==> config.mk <==
export PLATFORM = sky130hd
export DESIGN_NAME = aarm_sqrt
export DESIGN_NICKNAME = d
export VERILOG_FILES = /design/src/design/aarm_sqrt.sv
export SDC_FILE = /design/constraint.sdc
export NUM_CORES = 2
export LEC_CHECK = 0
export ABC_AREA = 1
export BUFFER_PORTS_ARGS = -buffer_cell sky130_fd_sc_hd__buf_2
export CORE_MARGIN = 2
export CORE_UTILIZATION = 45
export DETAILED_ROUTE_END_ITERATION = 8
export PLACE_DENSITY = 0.7
export SLEW_MARGIN = 30
export SYNTH_ARGS = -nofsm -noshare
export SYNTH_HDL_FRONTEND = slang
export SYNTH_SLANG_ARGS = --single-unit
==> constraint.sdc <==
create_clock -name clk_i -period 5.4 [get_ports clk_i]
set_input_delay 0.81 -clock clk_i [delete_from_list [all_inputs] [get_ports clk_i]]
set_output_delay 0.81 -clock clk_i [all_outputs]
set_load 0.005 [all_outputs]
==> src/design/aarm_sqrt.sv <==
// Pipelined square root of the scaled squared length, one root bit per stage.
module aarm_sqrt (
  input  logic        clk_i,
  input  logic        en_i,
  input  logic [34:0] len_i,
  output logic [30:0] root_o
);

  localparam int RB = 31;
  logic [61:0] rad  [RB+1];
  logic [32:0] rem  [RB+1];
  logic [30:0] root [RB+1];

  // radicand is the squared length scaled by 2^26
  assign rad[0]  = {1'b0, len_i, 26'd0};
  assign rem[0]  = '0;
  assign root[0] = '0;

  for (genvar g = 0; g < RB; g++) begin : g_bit
    logic [32:0] rem_d, trial;
    logic [30:0] root_d;
    logic [61:0] rad_d;
    logic [32:0] rem_q;
    logic [30:0] root_q;
    logic [61:0] rad_q;
    always_comb begin
      rem_d = {rem[g][30:0], rad[g][61:60]};
      trial = {root[g], 2'b01};
      if (rem_d >= trial) begin
        rem_d  = rem_d - trial;
        root_d = {root[g][29:0], 1'b1};
      end else begin
        root_d = {root[g][29:0], 1'b0};
      end
      rad_d = {rad[g][59:0], 2'b00};
    end
    always_ff @(posedge clk_i) begin
      if (en_i) begin
        rem_q  <= rem_d;
        root_q <= root_d;
        rad_q  <= rad_d;
      end
    end
    assign rem[g+1]  = rem_q;
    assign root[g+1] = root_q;
    assign rad[g+1]  = rad_q;
  end

  assign root_o = root[RB];
endmodule

; ---- Word-level counts from Yosys, hierarchy flattened
; Index checks and enable logic that the tools add are counted.
[word_totals]
regBits = 1703
latchBits = 0
ram_bits = 0
mem_bits_ro = 0
memories = 0
[classes]
n_addsub = 30
mul = 0
div_mod_pow = 0
n_lt_le_gt_ge = 31
eq_ne = 0
n_shift = 0
n_mux = 61
bitwise_logic = 0
reduce_logical = 0
[op_table]
columns = cell, n
row1 = $mux 31, 29
row2 = $ge 33x10->1, 1
row3 = $ge 33x11->1, 1
row4 = $ge 33x12->1, 1
row5 = $ge 33x13->1, 1
row6 = $ge 33x14->1, 1
row7 = $ge 33x15->1, 1
row8 = $ge 33x16->1, 1
row9 = $ge 33x17->1, 1
row10 = $ge 33x18->1, 1
row11 = $ge 33x19->1, 1
row12 = $ge 33x20->1, 1
row13 = $ge 33x21->1, 1
row14 = $ge 33x22->1, 1
row15 = $ge 33x23->1, 1
row16 = $ge 33x24->1, 1
row17 = $ge 33x25->1, 1
row18 = $ge 33x26->1, 1
row19 = $ge 33x27->1, 1
row20 = $ge 33x28->1, 1
row21 = $ge 33x29->1, 1
row22 = $ge 33x3->1, 1
row23 = $ge 33x30->1, 1
row24 = $ge 33x31->1, 1
row25 = other kinds (39), 70

; ---- Depth between registers and ports, before layout
[depth]
ltp_word = 2
depth_mapped = 16

; ---- Worst setup path before layout
; OpenSTA, ideal clock, no wires.
[synth_path]
path_kind = register to register
from = reg g_bit[12].rem_q[1]
to = reg g_bit[13].rem_q[18], data pin
setup_time_ns = 0.255
arrival_time_ns = 1.817
path_slack_ns = 3.328
stages_incl_launch_ff = 14
path_buffers = 2
period_less_slack_ns = 2.072
cell_sequence = edfxtp_1 -> ha_1 -> nand2_1 -> inv_1 -> a21oi_1 -> nand2_2 -> nand2_1 -> nand2_2 -> nand2_2 -> nand2_2 -> nor2_2 -> buf_6 -> buf_6 -> a21oi_2
[synth_between]
elab_chain_len = 2
word_cells_on_any_way = 3
[synth_lines]
columns = element, line
row1 = "start, declared", 23  ; logic [32:0] rem_q;
row2 = "start signal, assigned", 39  ; rem_q <= rem_d;
row3 = $sub 31x15->31 or $ge 33x15->1 (tied branches), "30, 29"
row4 = $mux 31 *, 29  ; if (rem_d >= trial) begin
row5 = via g_bit[13].rem_d[18], 20  ; logic [32:0] rem_d, trial;
row6 = "end signal, assigned", 39
row7 = "end, declared", 23
; Mark *: on every way through the listed nets, which the timed path passes. The rest lies on a longest branch.
; A chain may end at the register's enable or synchronous reset.

; ---- Final worst setup path
[layout_path]
from = reg g_bit[28].rem_q[13]
to = reg g_bit[29].rem_q[24], data pin
[layout_between]
elab_chain_len = 2
word_cells_on_any_way = 3
[layout_lines]
columns = element, line
row1 = "start, declared", 23
row2 = "start signal, assigned", 39
row3 = $sub 31x31->31 or $ge 33x31->1 (tied branches), "30, 29"
row4 = $mux 31 *, 29
row5 = via g_bit[29].rem_d[24], 20
row6 = "end signal, assigned", 39
row7 = "end, declared", 23
; Marks and branches as above.

==> out/metrics.cfg <==
[timing]
slew-limit-headroom_pct=34.5
hold_viol=0
max_freq_ghz=0.324
rsz0062_at_grt=no
drv_slew=0
tightest_slew_ns=0.980
finalCritPeriodShare_pct=57.1
finalSetupViolCount=0
final_period_minus_worst_setup_slack_ns=3.08
final.setup.tns_ns=0
timing.hold.ws_ns=0.109
skew_ns=0.0579

[clock_network]
cts_tree=built
cts_root_buffer=clkbuf_16
cts_buffers=182
h-tree-depth=4
postCtsHoldBufs=0
clk-insertion-delay-late_ns=0.87
cts_sinks=1657
clk_path_buf_depth=3
post-cts-setup-buffer-count=0
ctsResizeCount=0
clkTransAtPathRegs_ns=0.06

[setup_path]
crit_required_ns=6.01
worst-setup-path-type=flop to flop
cpMaxStageDelayCell=nand2_2
cp_common_cell=nand2_1
worst_r2r_endpoint=g_bit[29].rem_q[24]$_DFFE_PP_
crit_cells=12
critical_path_arrival_ns=3.70
cp-start-kind=flop
timing.rr.start=g_bit[28].rem_q[13]$_DFFE_PP_
crit_family=simple AND/OR/NAND/NOR gates
worstSetupEndpointType=flop
path_max_fanout=34
crit_buf_inv=2
cp-endpoint=g_bit[29].rem_q[24]$_DFFE_PP_
reg2regPathDepth=12
crit_start=g_bit[28].rem_q[13]$_DFFE_PP_
max_stage_delay_ns=0.51
path_cells=ha_1, nand2_1, nor2_1, nand2_1, inv_1, nand2_1, nand2_1, nand2_1, nand2_2, inv_2, nand2_1, nand2_1
ff2ff_setup_slack_ns=2.32

[cells_and_area]
stdcell_count=17000
num-fill-cells=22500
nets=14200
drive_above_1_share_pct=4.96
area_delta_synth_final_pct=9.81

[detailed_routing]
dr.pass1.iters=8
via_per_inst=4.98
drtAntennaViolNets=0
wl_per_cell_um=16.5
vias=84500
drc=0
drt-total-wl_um=280000
drt_iter0_markers=7796

[power_and_ir_drop]
ir_drop_v=0.000292
leakage_nw=55.6
power.density_mw_per_mm2=369

[synthesis]
synthTopCellsByArea=edfxtp_1, nand2_1, inv_1
synth_xor_area_share_pct=2.80
synth.distinct_cells=54
syn_avg_cell_area_um2=7.81
yosysMostFrequentCell=nand2_1
yosysSeqAreaShare_pct=47.2
syn_inst=13500
synth-edff-count=1657
synthSimpleGateAreaFrac_pct=28.9
muxShareOfSynthArea_pct=0
ys.warnings.count=0
syn_nets=14000
synthArstFlopShare_pct=0
synth_top_cell_by_area=edfxtp_1
synth_commonest_cells=nand2_1, inv_1, edfxtp_1
synth-main-ff-cell=edfxtp_1
synth_compound_area_share_pct=4.67
synth_area_mm2=0.105
ys_ff_latch=1657
synth_top_area_share_pct=47.2
synth_adder_area_share_pct=6.21
synth_top_family_by_area=simple AND/OR/NAND/NOR gates

[grt]
grt_max_degree=152
grtUsageTotal_pct=23.3
grt_pass1_vias=78500
antenna_found_initial=1
grt_overflow=0
grt_pass1_wl_um=438000

[worst_hold_path]
min_path_type=input pin to flop
holdCritStartpoint=len_i[32]

[placement]
hpwl_um=222000
placed_cells=16600
io_buffers=67
gp_congestion=0.965

[flow_run]
maxCapViolations=0

[die]
start_util_pct=45.3
core_area_mm2=0.233
fp.dieW_um=488
pin_count=68
die_area_mm2=0.238
die_h_um=488
core.rowCount=177

[status]
outcome=finished, final reports clean

## per-stage QoR
stage                     instance area, um^2  total power, W  setup WS, ns  utilization (%)
final                                  116000          0.0427          2.32             49.7
after global placement                 109000          0.0297          2.41             47.0
after CTS                              116000          0.0429          2.33             49.7
after floorplan                        105000          0.0259          3.33                -
after detailed placement               109000          0.0297          2.36             47.0
after global routing                   116000          0.0453          2.05             49.7
## sequential cells by signal, indices dropped and copies added (netlist names)
name / count
root_o: 31
g_bit.root_q: 465
g_bit.rem_q: 855
g_bit.rad_q: 306
## metal layers
layer  part of all wire (%)  routed length [um]  track usage (%)  vias to the layer above
li1                       -                   -                -                    43300
met1                     46              128000             32.4                    38500
met2                     46              129000             38.5                     2402
met3                    5.9               16600             2.80                      374
met4                    2.4                6580             5.77                        0
met5                      0                   0                0                        -
## cells in the final DEF (no fill, tap or decap), drive strengths merged, types with 28 or more instances in the layout
cell type | synthesis | layout
inv | 2610 | 2626
nand2 | 4874 | 4874
o21ai | 315 | 315
buf | 110 | 112
nor3 | 179 | 179
clkinv | 0 | 79
nand3 | 831 | 831
edfxtp | 1657 | 1657
nor2 | 1089 | 1089
nand4 | 206 | 206
o21bai | 28 | 28
nand3b | 88 | 88
clkbuf | 1 | 200
xnor2 | 136 | 136
xor2 | 201 | 201
or2 | 32 | 32
a21oi | 533 | 533
ha | 504 | 504
## area by class of cell
| cell class | count | area (um^2) | share of cell area [%] |
|---|---|---|---|
| flip-flops and latches | 1657 | 49800 | 43.0 |
| repair buffers | 112 | 901 | 0.779 |
| clock inverters | 140 | 1740 | 1.50 |
| well taps | 3132 | 3920 | 3.39 |
| diodes | 2 | 5.00 | 0.00433 |
| clock buffers | 200 | 4640 | 4.01 |
| multi-input cells | 9110 | 44900 | 38.8 |
| inverters | 2610 | 9810 | 8.48 |
## worst min path at each step
stage	depth (start not counted)	endpoint	slack, ns
floorplan	0	g_bit[10].rad_q[48]$_DFFE_PP_	0.40
global placement	0	g_bit[4].rad_q[37]$_DFFE_PP_	0.40
detailed placement	0	g_bit[10].rad_q[60]$_DFFE_PP_	0.40
CTS	1	g_bit[0].rad_q[60]$_DFFE_PP_	0.03
global route	1	g_bit[0].rad_q[58]$_DFFE_PP_	0.07
finish	1	g_bit[0].rad_q[60]$_DFFE_PP_	0.11
## logic make-up after synthesis
family	after synthesis
buffers and inverters	2721
and+or+nand+nor	7358
DFF	1657
xor gates and xnor gates	337
AOI/OAI and AO/OA	898
other	1
adders and majority gates	516
## power by group
part           total, W  internal (W)  switching (W)
combinational    0.0120       0.00392        0.00812
clock            0.0130       0.00746        0.00558
sequential       0.0176        0.0164        0.00127
Power figures use the tool's default switching activity.
