**config.mk**
```make
export PLATFORM = sky130hd
export DESIGN_NAME = aarm_cell
export DESIGN_NICKNAME = d
export VERILOG_FILES = /design/src/design/aarm_pkg.sv /design/src/design/aarm_cell.sv
export SDC_FILE = /design/constraint.sdc
export NUM_CORES = 1
export LEC_CHECK = 0
export BUFFER_PORTS_ARGS = -buffer_cell sky130_fd_sc_hd__buf_2
export CAP_MARGIN = 20
export CORE_MARGIN = 4
export CORE_UTILIZATION = 26
export DETAILED_ROUTE_END_ITERATION = 16
export MAX_ROUTING_LAYER = met4
export PLACE_DENSITY = 0.52
export SLEW_MARGIN = 20
export SYNTH_ARGS = -nofsm -noshare
export SYNTH_HDL_FRONTEND = slang
export SYNTH_SLANG_ARGS = --single-unit
```
**constraint.sdc**
```tcl
create_clock -name clk_i -period 5.2 [get_ports clk_i]
set_input_delay 0.26 -clock clk_i [delete_from_list [all_inputs] [get_ports clk_i]]
set_output_delay 0.26 -clock clk_i [all_outputs]
set_load 0.1 [all_outputs]
```
**src/design/aarm_pkg.sv**
```systemverilog
// Package for the axis-angle rotation matrix block: widths, constants, tables.
package aarm_pkg;

  localparam int CordicStages = 16;
  localparam int AtanEntries  = 24;
  localparam int NumStages    = (CordicStages < AtanEntries) ? CordicStages : AtanEntries;

  localparam int CW = 24;   // CORDIC x/y/z width, Q.20 / Q.16 degrees

  localparam logic signed [CW-1:0] CordicGain = 24'sd636750;
  localparam logic signed [16:0]   TurnUnits  = 17'sd23040;
  localparam logic signed [16:0]   HalfTurn   = 17'sd11520;
  localparam logic signed [16:0]   QuarterTurn = 17'sd5760;
  localparam logic [34:0] LenLo = 35'd67102153;
  localparam logic [34:0] LenHi = 35'd67115575;
  localparam logic signed [47:0] OneQ20 = 48'sd1048576;

  function automatic logic signed [CW-1:0] atan_q16(input int i);
    logic signed [CW-1:0] t [AtanEntries];
    t = '{24'sd2949120, 24'sd1740967, 24'sd919879, 24'sd466945, 24'sd234379,
          24'sd117305, 24'sd58666, 24'sd29335, 24'sd14668, 24'sd7334, 24'sd3667,
          24'sd1833, 24'sd917, 24'sd458, 24'sd229, 24'sd115, 24'sd57, 24'sd29,
          24'sd14, 24'sd7, 24'sd4, 24'sd2, 24'sd1, 24'sd0};
    return t[i];
  endfunction

  typedef struct packed {
    logic signed [CW-1:0] x;
    logic signed [CW-1:0] y;
    logic signed [CW-1:0] z;
  } cordic_t;

  // Axis side-band carried down the chain: fold flag, normalise flag, raw axis.
  typedef struct packed {
    logic                 flip;
    logic                 norm;
    logic signed [15:0]   ax;
    logic signed [15:0]   ay;
    logic signed [15:0]   az;
  } axis_t;

endpackage

```
**src/design/aarm_cell.sv**
```systemverilog
// One CORDIC rotation cell: a single micro-rotation of the sine/cosine chain.
module aarm_cell (
  input  logic               clk_i,
  input  logic               en_i,
  input  logic [4:0]         idx_i,
  input  aarm_pkg::cordic_t  c_i,
  output aarm_pkg::cordic_t  c_o
);
  import aarm_pkg::*;

  cordic_t c_d, c_q;
  logic signed [CW-1:0] dx, dy, atan_v;

  always_comb begin
    dx     = c_i.y >>> idx_i;
    dy     = c_i.x >>> idx_i;
    atan_v = atan_q16(int'(idx_i));
    if (!c_i.z[CW-1]) begin
      c_d.x = c_i.x - dx;
      c_d.y = c_i.y + dy;
      c_d.z = c_i.z - atan_v;
    end else begin
      c_d.x = c_i.x + dx;
      c_d.y = c_i.y - dy;
      c_d.z = c_i.z + atan_v;
    end
  end

  always_ff @(posedge clk_i) begin
    if (en_i) begin
      c_q <= c_d;
    end
  end

  assign c_o = c_q;
endmodule

```
; ---- Yosys cells after proc, flatten, opt, wreduce, memory -nomap -nowiden
; Memories as Yosys holds them, arrays and structs flattened.
; Cells that the tools add are included.
; Widths: inputs -> output; s select.
[totals]
ff_bits = 72
latch_bits = 0
ramBits = 0
rom_bits = 768
in_bits = 79
output_inout_bits = 72
wordCells = 17
memories = 1
[mem_list]
columns = memory, depth, word_bits, rd, rd_ports_with_merged_regs, write_ports, line
row1 = (no name shown), 32, 24, 1, 0, 0, aarm_pkg.sv:24  ; return t[i];
[classes]
add_sub_neg = 6
n_mul = 0
div_mod_pow = 0
order_cmp = 1
n_eq_ne = 0
shifts = 2
n_mux = 3
bitwise_logic = 1
n_reduce_logical = 0
[ops]
columns = operator, n
row1 = $add 24x24->24, 3
row2 = $mux 72, 1
row3 = $sub 24x24->24, 3
row4 = $mux 24, 2
row5 = $sshr 24x5->24, 2
row6 = $ge 32x6->1 const B, 1
row7 = $not 5->32, 1

; ---- Logic depth before layout (Yosys ltp)
[depth]
word_depth = 6
mapped_depth = 24

; ---- Worst setup path after synthesis
; Ideal clock, no wire load.
[synth_timing]
path_kind = input to register
start = input port idx_i[1]
end = register c_q, in the netlist c_o[23] (data pin)
setup_time_ps = 258
t_arrival_ps = 4867
required_ps = 4942
path_slack_ps = 76
cell_stages = 22
path_buffers = 3
cell_sequence = buf_6 -> buf_2 -> buf_2 -> inv_1 -> ha_1 -> mux4_2 -> a31oi_1 -> nor4_2 -> nand3_1 -> nor2_1 -> nor2_1 -> xor2_1 -> ha_1 -> a21o_1 -> a21oi_1 -> a2bb2oi_1 -> o311ai_0 -> and3_1 -> a211o_1 -> a211o_1 -> a21oi_1 -> xnor2_1
[synth_lines]
columns = element, line
row1 = "start, declared", aarm_cell.sv:5  ; input logic [4:0] idx_i,
row2 = "end signal, assigned", aarm_cell.sv:31  ; c_q <= c_d;
row3 = "end, declared", aarm_cell.sv:11  ; cordic_t c_d, c_q;

==> results.sh <==
export IMPL_status="finished clean"
export IMPL_synth_compound_area_share_pct=21.0
export IMPL_antenna_found_initial=2
export IMPL_powerDensity_nw_per_um2=335
export IMPL_port_buffers=150
export IMPL_yosysSeqAreaShare_pct=20.7
export IMPL_die_x_um=208
export IMPL_arrival_ns=5.02
export IMPL_cp_required_ns=5.31
export IMPL_syn_area_sq_um=10400
export IMPL_grt_pass1_vias=10300
export IMPL_ant_nets=0
export IMPL_coreArea_sq_um=39700
export IMPL_crit_chain="buf_2 -> buf_12 -> mux4_2 -> and2_1 -> a211oi_1 -> o22ai_1 -> or4b_4 -> nor2_1 -> nor2_1 -> xor2_1 -> ha_1 -> nor3_1 -> nand2_1 -> o21a_1 -> a31o_2 -> o31a_1 -> o21ai_0 -> a21oi_1 -> o2111ai_1 -> or3b_2"
export IMPL_globalRoute_totalOverflow=0
export IMPL_path_delay_family="compound AO/OA/AOI/OAI gates"
export IMPL_worstMarginPinSlew_ns=1.01
export IMPL_max_clock_freq_mhz=204
export IMPL_crit_start="idx_i[0]"
export IMPL_cp_max_fo=16
export IMPL_grt_max_degree=73
export IMPL_fin_crit_sh_pct=94.3
export IMPL_startpoint_type="primary input"
export IMPL_drcViolationCount=0
export IMPL_start_util_pct=26.3
export IMPL_cp_common_cell="nor2_1"
export IMPL_slew_limit_headroom_pct=32.6
export IMPL_wl_per_cell_um=19.4
export IMPL_area_growth_pct=28.1
export IMPL_slowest_stage="or4b_4"
export IMPL_grt_setup_unrepaired="no"
export IMPL_hold_viol=0
export IMPL_power_switching_uw=2350
export IMPL_track_usage_pct=17.6
export IMPL_h_tree_depth=3
export IMPL_synth_edf_count=72
export IMPL_nets=1600
export IMPL_setup_viol=0
export IMPL_synth_cells=1130
export IMPL_post_place_cells=1940
export IMPL_cts_buffer_depth=2
export IMPL_clk_pin_slew_ns=0.06
export IMPL_hold_start="c_i[0]"
export IMPL_postCtsSetupBuffers=0
export IMPL_drtIter0Drc=664
export IMPL_power_leakage_uw=0.00578
export IMPL_ys_flop_type="edfxtp_1"
export IMPL_critPathKind="primary input to flip-flop"
export IMPL_crit_buf_inv=2
export IMPL_placed_area_sq_um=13100
export IMPL_yosys_area_share_simple_pct=15.2
export IMPL_combPwrFrac_pct=65.3
export IMPL_cts_buffers=9
export IMPL_dieHeight_um=208
export IMPL_largest_register_ffs=72
export IMPL_ys_types=90
export IMPL_num_vias=10200
export IMPL_syn_num_nets=1304
export IMPL_hp_class="primary input to flip-flop"
export IMPL_worstSetupEndpointType="flip-flop"
export IMPL_intPower_uw=2140
export IMPL_die_area_sq_um=43400
export IMPL_synth_fa_ha_area_share_pct=11.6
export IMPL_dp_hpwl_um=31100
export IMPL_final_area_sq_um=13400
export IMPL_layout_common_cells="buf_4 (186), buf_2 (148), nor2_1 (103)"
export IMPL_ys_ff_latch=72
export IMPL_grt_pass1_wl_um=58400
export IMPL_drv_slew=0
export IMPL_yosys_warnings=0
export IMPL_cap_violations=0
export IMPL_fin_tns_setup_ns=0
export IMPL_final_core_util_pct=33.7
export IMPL_viasPerCell=5.20
export IMPL_synth_mux_area_share_pct=17.5
export IMPL_routed_wirelength_um=38000
export IMPL_avgSynthCellArea_sq_um=9.24
export IMPL_synthArstFlopShare_pct=0
export IMPL_ir_drop_mv=0.210
export IMPL_dr_pass1_iters=5
export IMPL_switching_share_pct=52.3
export IMPL_pin_count=151
export IMPL_final_cells=1958
export IMPL_synthXorXnorAreaFrac_pct=10.1
export IMPL_fin_crit_ns=4.90
export IMPL_hold_buffers=0
export IMPL_drive_above_1_share_pct=31.3
export IMPL_cts_tree="yes"
export IMPL_rows=73
export IMPL_seq_power_share_pct=20.1
export IMPL_synth_top_family_by_area="compound AO/OA/AOI/OAI gates"
export IMPL_cts_root_buf="clkbuf_16"
export IMPL_slowest_delay_ns=0.60
export IMPL_clock_sinks=72
export IMPL_pwr_share_clk_pct=14.6
export IMPL_final_common_cell="buf_4"
export IMPL_gp_congestion=0.991
path summary, 6_finish.rpt:
check / endpoint / slack, ns / cells past startpoint
min: c_o[0] / 0.19 / 2
max: c_o[69] / 0.30 / 20
repair_timing:
action | 4_1_cts | 5_1_grt
gates resized for setup | 0 | 1
setup endpoints to repair | 0 | 4
endpoints found under the hold margin | 0 | 0
stage by stage:
step / total power (uW) / worst slack (ns) / hold slack [ns]
6_report: 4480 / 0.298 / 0.192
5_1_grt: 4750 / 0.0138 / 0.192
4_1_cts: 4530 / 0.319 / 0.173
3_5_place_dp: 3840 / -0.0691 / 0.573
3_3_place_gp: 3840 / -0.0838 / 0.567
2_1_floorplan: 3090 / 0.0757 / 0.372
power groups by stage:
stage	sequential, uW	clock [uW]	combinational, uW
floorplan	2000	0	1090
global route	921	705	3120
detailed placement	918	0	2930
finish	901	653	2930
CTS	909	681	2940
global placement	918	0	2920
layer usage:
| layer | GRT usage (%) | up-vias | part of all wire [%] |
|---|---|---|---|
| li1 | - | 4926 | - |
| met1 | 21.0 | 4863 | 42 |
| met2 | 29.8 | 326 | 49 |
| met3 | 3.29 | 59 | 5.6 |
| met4 | 6.39 | 0 | 3.3 |
| met5 | - | - | 0 |
layout make-up:
class                           count  area [sq um]
Antenna cell                        2          5.00
Clock buffer                        9           225
Clock inverter                      7          71.3
Fill cell                        4130         26400
Inverter                           33           124
Multi-Input combinational cell    969          7860
Sequential cell                    72          2160
Tap cell                          525           657
Timing Repair Buffer              341          2270
cells in the mapped netlist (11+ instances only):
cell type	count	area share, %
nor2_1	103	3.7
a21oi_1	93	4.5
ha_1	92	11
nand2_1	75	2.7
edfxtp_1	72	21
xnor2_1	64	5.4
xor2_1	56	4.7
o21ai_0	53	2.5
mux4_2	38	8.2
mux2i_1	33	3.2
inv_1	31	1.1
a21o_1	29	2.1
nor3_1	28	1.3
mux2_2	24	2.6
clkbuf_1	23	0.83
a31oi_1	22	1.3
a211oi_1	18	1.3
buf_2	18	0.86
nand3_1	18	0.86
o21a_1	17	1.2
mux4_1	14	3.5
nand2b_1	13	0.78
nor2b_1	13	0.78
and2_1	11	0.66
and3_1	11	0.66
logic make-up (layout without fill, tap and decap cells):
logic type | Yosys count | in the layout
buffers and inverters | 89 | 390
XOR/XNOR | 120 | 120
AND/OR/NAND/NOR | 318 | 318
other | 0 | 2
flip-flops | 72 | 72
AO/OA/AOI/OAI | 327 | 327
multiplexers | 109 | 109
adder cells (fa/ha/maj) | 95 | 95
Note: power is estimated with default switching activity, not from simulation.
